==> config.mk <==
export PLATFORM = sky130hd
export DESIGN_NAME = windowed_duration_statistics
export DESIGN_NICKNAME = d
export VERILOG_FILES = /design/src/hdl/wds_pkg.sv /design/src/hdl/wds_ctrl.sv /design/src/hdl/wds_datapath.sv /design/src/hdl/windowed_duration_statistics.sv
export SDC_FILE = /design/constraint.sdc
export NUM_CORES = 2
export LEC_CHECK = 0
export BUFFER_PORTS_ARGS = -buffer_cell sky130_fd_sc_hd__buf_2
export CORE_ASPECT_RATIO = 1.1
export CORE_MARGIN = 2
export CORE_UTILIZATION = 30
export CTS_CLUSTER_SIZE = 10
export DETAILED_ROUTE_END_ITERATION = 10
export MAX_ROUTING_LAYER = met4
export PLACE_DENSITY = 0.52
export SKIP_CTS_REPAIR_TIMING = 1
export SLEW_MARGIN = 20
export SYNTH_ARGS = -nofsm -noshare
export SYNTH_HDL_FRONTEND = slang
export SYNTH_HIERARCHICAL = 1
export SYNTH_SLANG_ARGS = --single-unit
==> constraint.sdc <==
create_clock -name i_clk -period 14.02 [get_ports i_clk]
set_input_delay 2.804 -clock i_clk [delete_from_list [all_inputs] [get_ports i_clk]]
set_output_delay 2.804 -clock i_clk [all_outputs]
set_load 0.01 [all_outputs]
==> src/hdl/wds_pkg.sv <==
// Shared types and constants for the windowed duration statistics block.
// Used by the controller, the datapath and the top level; depends on nothing.
`default_nettype none

package wds_pkg;

    localparam int DEPTH_DEFAULT         = 64;
    localparam int DURATION_BITS_DEFAULT = 32;

    // Width and reset value of the window length register.
    localparam int              WIN_W        = 7;
    localparam logic [WIN_W-1:0] WINDOW_RESET = 7'd64;

    typedef enum logic [2:0] {
        ST_IDLE,
        ST_PREP,
        ST_REPLACE,
        ST_SCAN,
        ST_DIV,
        ST_DONE
    } t_state;

    // Commands from the controller to the datapath.
    typedef struct packed {
        logic capture;
        logic clear;
        logic append;
        logic fetch;
        logic replace;
        logic scan_start;
        logic scan_step;
        logic div_start;
        logic div_step;
        logic load_out;
    } t_dp_cmd;

    // Status from the datapath to the controller.
    typedef struct packed {
        logic mode_clear;
        logic full;
        logic scan_done;
        logic div_done;
        logic out_free;
    } t_dp_status;

endpackage

`default_nettype wire

==> src/hdl/wds_ctrl.sv <==
// Sequencing state machine for the windowed duration statistics block.
// Depends on wds_pkg for the state type and the command and status structs.
`default_nettype none

module wds_ctrl (
    input  logic                i_clk,
    input  logic                i_rst_n,
    input  logic                i_in_valid,
    output logic                o_in_ready,
    input  wds_pkg::t_dp_status i_status,
    output wds_pkg::t_dp_cmd    o_cmd
);
    import wds_pkg::*;

    t_state r_state;
    t_state n_state;

    always_ff @(posedge i_clk) begin
        if (!i_rst_n) begin
            r_state <= ST_IDLE;
        end else begin
            r_state <= n_state;
        end
    end

    always_comb begin
        n_state    = r_state;
        o_cmd      = '0;
        o_in_ready = 1'b0;
        case (r_state)
            ST_IDLE: begin
                o_in_ready = 1'b1;
                if (i_in_valid) begin
                    o_cmd.capture = 1'b1;
                    n_state       = ST_PREP;
                end
            end
            ST_PREP: begin
                if (i_status.mode_clear) begin
                    o_cmd.clear = 1'b1;
                    n_state     = ST_DONE;
                end else if (i_status.full) begin
                    o_cmd.fetch = 1'b1;
                    n_state     = ST_REPLACE;
                end else begin
                    o_cmd.append     = 1'b1;
                    o_cmd.scan_start = 1'b1;
                    n_state          = ST_SCAN;
                end
            end
            ST_REPLACE: begin
                o_cmd.replace    = 1'b1;
                o_cmd.scan_start = 1'b1;
                n_state          = ST_SCAN;
            end
            ST_SCAN: begin
                if (i_status.scan_done) begin
                    o_cmd.div_start = 1'b1;
                    n_state         = ST_DIV;
                end else begin
                    o_cmd.scan_step = 1'b1;
                end
            end
            ST_DIV: begin
                if (i_status.div_done) begin
                    n_state = ST_DONE;
                end else begin
                    o_cmd.div_step = 1'b1;
                end
            end
            ST_DONE: begin
                if (i_status.out_free) begin
                    o_cmd.load_out = 1'b1;
                    n_state        = ST_IDLE;
                end
            end
            default: begin
                n_state = ST_IDLE;
            end
        endcase
    end

endmodule

`default_nettype wire

==> src/hdl/wds_datapath.sv <==
// Sample store, running sum, min/max scan, serial divider and result register.
// Depends on wds_pkg for the command and status structs and register width.
`default_nettype none

module wds_datapath #(
    parameter int DEPTH         = wds_pkg::DEPTH_DEFAULT,
    parameter int DURATION_BITS = wds_pkg::DURATION_BITS_DEFAULT,
    localparam int CNT_W        = $clog2(DEPTH + 1)
) (
    input  logic                      i_clk,
    input  logic                      i_rst_n,
    input  logic                      i_cfg_we,
    input  logic [wds_pkg::WIN_W-1:0] i_cfg_data,
    input  logic                      i_mode,
    input  logic [DURATION_BITS-1:0]  i_duration,
    input  wds_pkg::t_dp_cmd          i_cmd,
    output wds_pkg::t_dp_status       o_status,
    input  logic                      i_out_ready,
    output logic                      o_out_valid,
    output logic                      o_has_samples,
    output logic [CNT_W-1:0]          o_sample_count,
    output logic [DURATION_BITS-1:0]  o_last_duration,
    output logic [DURATION_BITS-1:0]  o_mean_duration,
    output logic [DURATION_BITS-1:0]  o_min_duration,
    output logic [DURATION_BITS-1:0]  o_max_duration
);
    import wds_pkg::*;

    localparam int ADDR_W = (DEPTH > 1) ? $clog2(DEPTH) : 1;
    localparam int SUM_W  = DURATION_BITS + $clog2(DEPTH);
    localparam int DIVC_W = $clog2(SUM_W + 1);
    localparam int CMP_W  = (CNT_W > WIN_W) ? CNT_W : WIN_W;

    logic [DURATION_BITS-1:0] r_mem [DEPTH];
    logic [DURATION_BITS-1:0] r_rd_data;

    logic [WIN_W-1:0]         r_window;
    logic [CNT_W-1:0]         r_count;
    logic [ADDR_W-1:0]        r_pos;
    logic [SUM_W-1:0]         r_sum;
    logic                     r_mode;
    logic [DURATION_BITS-1:0] r_dur;

    logic [CNT_W-1:0]         r_scan_idx;
    logic                     r_scan_pend;
    logic [DURATION_BITS-1:0] r_lo;
    logic [DURATION_BITS-1:0] r_hi;

    logic [SUM_W-1:0]         r_quot;
    logic [CNT_W-1:0]         r_rem;
    logic [DIVC_W-1:0]        r_div_cnt;

    logic [CMP_W-1:0]  win_ext;
    logic [CNT_W-1:0]  w_eff;
    logic [CNT_W-1:0]  pos_inc;
    logic [ADDR_W-1:0] pos_next;
    logic              rd_en;
    logic [ADDR_W-1:0] rd_addr;
    logic              wr_en;
    logic [ADDR_W-1:0] wr_addr;
    logic [CNT_W:0]    rem_sh;
    logic              rem_ge;
    logic [CNT_W:0]    rem_sub;

    // Effective window: zero acts as one, anything above the depth as the depth.
    always_comb begin
        win_ext = CMP_W'(r_window);
        if (r_window == '0) begin
            win_ext = CMP_W'(1);
        end
        if (win_ext > CMP_W'(DEPTH)) begin
            win_ext = CMP_W'(DEPTH);
        end
        w_eff = win_ext[CNT_W-1:0];
    end

    assign pos_inc  = CNT_W'(r_pos) + CNT_W'(1);
    assign pos_next = (pos_inc == w_eff) ? '0 : pos_inc[ADDR_W-1:0];

    assign rd_en   = i_cmd.fetch || (i_cmd.scan_step && (r_scan_idx != r_count));
    assign rd_addr = i_cmd.fetch ? pos_next : r_scan_idx[ADDR_W-1:0];
    assign wr_en   = i_cmd.append || i_cmd.replace;
    assign wr_addr = i_cmd.append ? r_count[ADDR_W-1:0] : r_pos;

    always_ff @(posedge i_clk) begin
        if (wr_en) begin
            r_mem[wr_addr] <= r_dur;
        end
        if (rd_en) begin
            r_rd_data <= r_mem[rd_addr];
        end
    end

    // Restoring division step: one quotient bit a cycle.
    assign rem_sh  = {r_rem, r_quot[SUM_W-1]};
    assign rem_ge  = (rem_sh >= {1'b0, r_count});
    assign rem_sub = rem_sh - {1'b0, r_count};

    always_ff @(posedge i_clk) begin
        if (i_cmd.capture) begin
            r_mode <= i_mode;
            r_dur  <= i_duration;
        end
        if (i_cmd.scan_start) begin
            r_lo <= '1;
            r_hi <= '0;
        end else if (r_scan_pend) begin
            if (r_rd_data < r_lo) begin
                r_lo <= r_rd_data;
            end
            if (r_rd_data > r_hi) begin
                r_hi <= r_rd_data;
            end
        end
        if (i_cmd.div_start) begin
            r_quot <= r_sum;
            r_rem  <= '0;
        end else if (i_cmd.div_step) begin
            r_quot <= {r_quot[SUM_W-2:0], rem_ge};
            r_rem  <= rem_ge ? rem_sub[CNT_W-1:0] : rem_sh[CNT_W-1:0];
        end
        if (i_cmd.load_out) begin
            o_has_samples   <= (r_count != '0);
            o_sample_count  <= r_count;
            o_last_duration <= (r_count != '0) ? r_dur : '0;
            o_mean_duration <= (r_count != '0) ? r_quot[DURATION_BITS-1:0] : '0;
            o_min_duration  <= (r_count != '0) ? r_lo : '0;
            o_max_duration  <= (r_count != '0) ? r_hi : '0;
        end
    end

    always_ff @(posedge i_clk) begin
        if (!i_rst_n) begin
            r_window    <= WINDOW_RESET;
            r_count     <= '0;
            r_pos       <= '0;
            r_sum       <= '0;
            r_scan_idx  <= '0;
            r_scan_pend <= 1'b0;
            r_div_cnt   <= '0;
            o_out_valid <= 1'b0;
        end else begin
            if (i_cfg_we) begin
                r_window <= i_cfg_data;
                r_count  <= '0;
                r_pos    <= '0;
                r_sum    <= '0;
            end else if (i_cmd.clear) begin
                r_count <= '0;
                r_pos   <= '0;
                r_sum   <= '0;
            end else if (i_cmd.append) begin
                r_pos   <= r_count[ADDR_W-1:0];
                r_count <= r_count + CNT_W'(1);
                r_sum   <= r_sum + SUM_W'(r_dur);
            end else if (i_cmd.fetch) begin
                r_pos <= pos_next;
            end else if (i_cmd.replace) begin
                r_sum <= r_sum - SUM_W'(r_rd_data) + SUM_W'(r_dur);
            end

            if (i_cmd.scan_start) begin
                r_scan_idx  <= '0;
                r_scan_pend <= 1'b0;
            end else if (i_cmd.scan_step) begin
                r_scan_pend <= (r_scan_idx != r_count);
                if (r_scan_idx != r_count) begin
                    r_scan_idx <= r_scan_idx + CNT_W'(1);
                end
            end else begin
                r_scan_pend <= 1'b0;
            end

            if (i_cmd.div_start) begin
                r_div_cnt <= DIVC_W'(SUM_W);
            end else if (i_cmd.div_step && (r_div_cnt != '0)) begin
                r_div_cnt <= r_div_cnt - DIVC_W'(1);
            end

            if (i_cmd.load_out) begin
                o_out_valid <= 1'b1;
            end else if (i_out_ready) begin
                o_out_valid <= 1'b0;
            end
        end
    end

    always_comb begin
        o_status            = '0;
        o_status.mode_clear = r_mode;
        o_status.full       = (r_count >= w_eff);
        o_status.scan_done  = (r_scan_idx == r_count) && !r_scan_pend;
        o_status.div_done   = (r_div_cnt == '0);
        o_status.out_free   = !o_out_valid || i_out_ready;
    end

    a_count_bound: assert property (@(posedge i_clk) disable iff (!i_rst_n)
        r_count <= CNT_W'(DEPTH))
        else $error("stored count exceeds the store depth");

    a_pos_in_window: assert property (@(posedge i_clk) disable iff (!i_rst_n)
        (r_count != '0) |-> (CNT_W'(r_pos) < w_eff))
        else $error("write position lies outside the window");

    a_empty_zero: assert property (@(posedge i_clk) disable iff (!i_rst_n)
        (o_out_valid && !o_has_samples) |-> (o_sample_count == '0 &&
        o_mean_duration == '0 && o_min_duration == '0 && o_max_duration == '0))
        else $error("empty result carries non-zero statistics");

    a_load_valid: assert property (@(posedge i_clk) disable iff (!i_rst_n)
        i_cmd.load_out |=> o_out_valid)
        else $error("loaded result not presented");

endmodule

`default_nettype wire

==> src/hdl/windowed_duration_statistics.sv <==
// A record beat passes through prep, scan, divide and done, with a replace state after prep
// when it overwrites; its scan reads the store one entry a cycle over the single read port to
// find the minimum and maximum, and the mean divider gives one bit a cycle. A clear beat goes
// from prep straight to done. One beat is in work at a time; the next is taken while a result
// waits in the output register. Synchronous active-low reset empties the store, sets the
// window to 64 and drops the output valid; the sample memory is not cleared.
`default_nettype none

// Top level of the windowed duration statistics block.
// Instantiates wds_ctrl and wds_datapath and depends on wds_pkg.
//
// Each record beat either appends its sample to the ring store, while the store holds
// fewer samples than the effective window, or overwrites the oldest entry and corrects
// the running sum by the sample it displaces. The store is then read back one entry a
// cycle to find the minimum and maximum, and the running sum is divided by the count
// with a restoring divider to give the truncated mean. A clear beat, or any write of
// the window register, empties the store; the result of a clear beat is all zeros.
// The window register is only to be written while the block is idle.
module windowed_duration_statistics #(
    parameter int DEPTH         = wds_pkg::DEPTH_DEFAULT,
    parameter int DURATION_BITS = wds_pkg::DURATION_BITS_DEFAULT,
    localparam int CNT_W        = $clog2(DEPTH + 1)
) (
    input  logic                      i_clk,
    input  logic                      i_rst_n,
    // Window length register.
    input  logic                      i_cfg_we,
    input  logic [wds_pkg::WIN_W-1:0] i_cfg_data,
    // Input channel.
    input  logic                      i_in_valid,
    output logic                      o_in_ready,
    input  logic                      i_mode,
    input  logic [DURATION_BITS-1:0]  i_duration,
    // Result channel.
    output logic                      o_out_valid,
    input  logic                      i_out_ready,
    output logic                      o_has_samples,
    output logic [CNT_W-1:0]          o_sample_count,
    output logic [DURATION_BITS-1:0]  o_last_duration,
    output logic [DURATION_BITS-1:0]  o_mean_duration,
    output logic [DURATION_BITS-1:0]  o_min_duration,
    output logic [DURATION_BITS-1:0]  o_max_duration
);
    import wds_pkg::*;

    t_dp_cmd    dp_cmd;
    t_dp_status dp_status;

    // The controller holds only the state register; every other stored value lives in the datapath.
    wds_ctrl u_ctrl (
        .i_clk      (i_clk),
        .i_rst_n    (i_rst_n),
        .i_in_valid (i_in_valid),
        .o_in_ready (o_in_ready),
        .i_status   (dp_status),
        .o_cmd      (dp_cmd)
    );

    wds_datapath #(
        .DEPTH         (DEPTH),
        .DURATION_BITS (DURATION_BITS)
    ) u_datapath (
        .i_clk           (i_clk),
        .i_rst_n         (i_rst_n),
        .i_cfg_we        (i_cfg_we),
        .i_cfg_data      (i_cfg_data),
        .i_mode          (i_mode),
        .i_duration      (i_duration),
        .i_cmd           (dp_cmd),
        .o_status        (dp_status),
        .i_out_ready     (i_out_ready),
        .o_out_valid     (o_out_valid),
        .o_has_samples   (o_has_samples),
        .o_sample_count  (o_sample_count),
        .o_last_duration (o_last_duration),
        .o_mean_duration (o_mean_duration),
        .o_min_duration  (o_min_duration),
        .o_max_duration  (o_max_duration)
    );

endmodule

`default_nettype wire

==> impl_metrics.py <==
metrics = {
    "cells_and_area": {
        "final_cells": 12600,
        "num-nets-final": 8177,
        "fillCellCount": 32900,
        "drive_gt1_frac": 0.113,
        "synthToLayoutAreaGrowth_pct": 14.6,
    },
    "power_and_ir_drop": {
        "leakage_nw": 42.6,
        "ir_drop_v": 0.0000822,
        "p_per_area_mw_per_mm2": 136,
    },
    "synthesis": {
        "syn_nets": 7940,
        "ys_ff_latch": 2434,
        "synth_edf_count": 2287,
        "yosysUniqueCellTypes": 83,
        "yosys_warnings": 6,
        "yosysMostFrequentCell": "edfxtp_1",
        "ys_seq_area_frac": 0.697,
        "synth_xor_area_frac": 0.00699,
        "synth_commonest_cells": "edfxtp_1 (2,287), nand2_1 (1,381), nand3_1 (583)",
        "synth-simple-area-share": 0.113,
        "netlist_area_mm2": 0.103,
        "syn_area_per_cell_um2": 13.3,
        "synth_top_area_cell": "edfxtp_1",
        "syn_inst": 7704,
        "synthFlopType": "edfxtp_1",
        "async_flop_share": 0,
        "synth-compound-area-share": 0.0759,
        "synthTopCellsByArea": "edfxtp_1 (67%), nand2_1 (5.0%), mux2i_1 (4.6%), dfxtp_1 (2.9%), nand3_1 (2.8%)",
        "muxShareOfSynthArea": 0.0507,
        "synth_top_family_by_area": "simple AND/OR/NAND/NOR gates",
        "yosysTopAreaCellShare": 0.669,
        "synthAdderAreaFrac": 0.0258,
    },
    "clock_network": {
        "tritoncts": "done",
        "cts.clk_slew.worst_paths_ps": 60,
        "cts_buffer_depth": 4,
        "htreeDepth": 5,
        "numCtsBuffers": 289,
        "clk_latency_ps": 870,
        "clockRootBuffer": "clkbuf_16",
        "clock-sinks": 2434,
    },
    "drt": {
        "drt_wl_total_mm": 346,
        "drt_first_pass_iters": 7,
        "num_vias": 67000,
        "ant_nets": 0,
        "viasPerCell": 5.32,
        "drtIter0Drc": 7961,
        "wl_per_cell_um": 27.5,
        "drc_errors": 0,
    },
    "placed_design": {
        "hpwl_mm": 196,
        "place_inst": 12200,
        "portBuffers": 182,
        "globalplace.congestion": 0.855,
    },
    "sta": {
        "worst_slew_pin_slew_ps": 1250,
        "setup_viol": 0,
        "rsz0062_at_grt": "false",
        "max_slew_margin": 0.167,
        "finClkSkew_ps": 49.0,
        "period_minus_slack_ps": 7640,
        "max_freq_mhz": 131,
        "finalMaxSlewViolations": 0,
        "fin_crit_sh": 0.545,
        "hold_violations": 0,
        "tns_ps": 0,
        "whs_ps": 471,
    },
    "setup_path": {
        "critPathCaptureType": "register",
        "max_stage_delay_ps": 820,
        "startpoint_type": "register",
        "path_max_fanout": 107,
        "r2r_slack_ps": 6380,
        "critPathRequiredTime_ps": 14580,
        "path_class": "register to register",
        "critPathSlowestCell": "nor3_1",
        "cp_common_cell": "a21oi_1",
        "cp.arrival_ps": 8200,
    },
    "die": {
        "rows": 225,
        "die_area_mm2": 0.347,
        "core-area_mm2": 0.341,
        "pin_count": 183,
        "initial_utilization": 0.301,
        "die_x_um": 562,
        "die-height_um": 618,
    },
    "grt": {
        "grt_pass1_wl_mm": 485,
        "grt_usage": 0.199,
        "grt_max_degree": 130,
        "antenna_found_initial": 20,
        "grt_pass1_vias": 64800,
        "grt-ovfl-total": 0,
    },
    "outcome": {
        "run_status": "complete, no violations",
    },
    "run": {
        "maxCapViolCount": 0,
    },
    "hold_path": {
        "hold_class": "register to register",
    },
}
## logic make-up after synthesis
kind of cell | after synthesis
compound gates | 1172
xor+xnor | 82
fa+ha+maj | 191
buf+inv | 701
flops | 2434
mux | 515
simple gates | 2609
## cell usage in the layout (no fill, tap or decap), drive strengths merged, types with 10 or more instances in the layout
cell type and count:
nand4 58, a311oi 37, mux2 38, a31oi 71
and2 139, nand2 1381, clkinv 10, o21ai 194
nor3 93, nand3 584, xor2 24, buf 403
o211ai 19, and3 36, a221oi 16, a21oi 343
o22ai 65, or2 10, nor4 41, o21a 23
mux2i 477, nor2 180, a21boi 13, a41oi 32
o221ai 176, dfxtp 147, a31o 14, nor2b 29
clkbuf 333, a21o 70, inv 258, diode 35
ha 157, fa 34, xnor2 58, a211oi 40
edfxtp 2287, nand2b 27
## flip-flops by register name (all words and copies together), names as in the netlist, 3 cells and up
register,count
u_datapath/o_last_duration,32
u_datapath/r_mem,2048
u_datapath/r_quot,38
u_datapath/r_window,7
u_datapath/r_rem,7
u_datapath/r_pos,6
u_ctrl/r_state,3
u_datapath/r_rd_data,32
u_datapath/r_lo,32
u_datapath/r_sum,38
u_datapath/r_dur,32
u_datapath/o_max_duration,32
u_datapath/r_hi,32
u_datapath/r_scan_idx,7
u_datapath/o_min_duration,32
u_datapath/r_div_cnt,6
u_datapath/o_mean_duration,32
u_datapath/r_count,7
u_datapath/o_sample_count,7
## worst paths after layout
| path | startpoint | end | depth (start not counted) |
|---|---|---|---|
| setup / recovery | u_datapath/r_window[5] | u_datapath/r_rd_data[17] | 26 |
| hold / removal | u_datapath/r_rem[6] | u_datapath/r_rem[6] | 2 |
| setup reg to reg | u_datapath/r_window[5] | u_datapath/r_rd_data[17] | 26 |
| hold reg to reg | u_datapath/r_rem[6] | u_datapath/r_rem[6] | 2 |
## power by group
group	internal, W	switching, W	leakage [nW]	total (W)
combinational	0.000348	0.000871	16.9	0.00122
clock	0.00377	0.00283	3.81	0.00660
sequential	0.00812	0.0000665	21.8	0.00818
total	0.0122	0.00377	42.6	0.0160
## critical path, delay by kind of cell (launching register included)
family	cells	cell delay [ps]
buffers and inverters	4	1600
and+or+nand+nor	11	1940
muxes	1	280
adders and majority gates	1	270
DFF	1	440
AOI/OAI and AO/OA	9	2560
## through the flow
step / util / setup slack [ps] / area [um^2] / power [W]
3_5_place_dp: 0.322 / 6520 / 110000 / 0.00953
6_report: 0.345 / 6380 / 118000 / 0.0160
5_1_grt: 0.345 / 5930 / 118000 / 0.0165
3_3_place_gp: 0.321 / 5060 / 110000 / 0.00950
4_1_cts: 0.345 / 6510 / 118000 / 0.0161
2_1_floorplan: - / 4640 / 103000 / 0.00906
## layout make-up
type / count / area [um^2] / area share
Sequential cell: 2434 / 71600 / 0.608
Antenna cell: 35 / 87.6 / 0.000744
Clock inverter: 25 / 270 / 0.00230
Timing Repair Buffer: 403 / 2780 / 0.0236
Multi-Input combinational cell: 4569 / 28800 / 0.245
Inverter: 244 / 916 / 0.00778
Clock buffer: 333 / 7520 / 0.0639
Tap cell: 4540 / 5680 / 0.0483
## per-layer routing
metal  track usage  vias to the layer above  part of all wire
met2         0.323                     2965              0.48
met1         0.249                    34300              0.41
met5             -                        -                 0
li1              -                    29100                 -
met4        0.0808                        0             0.042
met3        0.0287                      563             0.075
No activity file was read; power rests on OpenSTA's default activity.
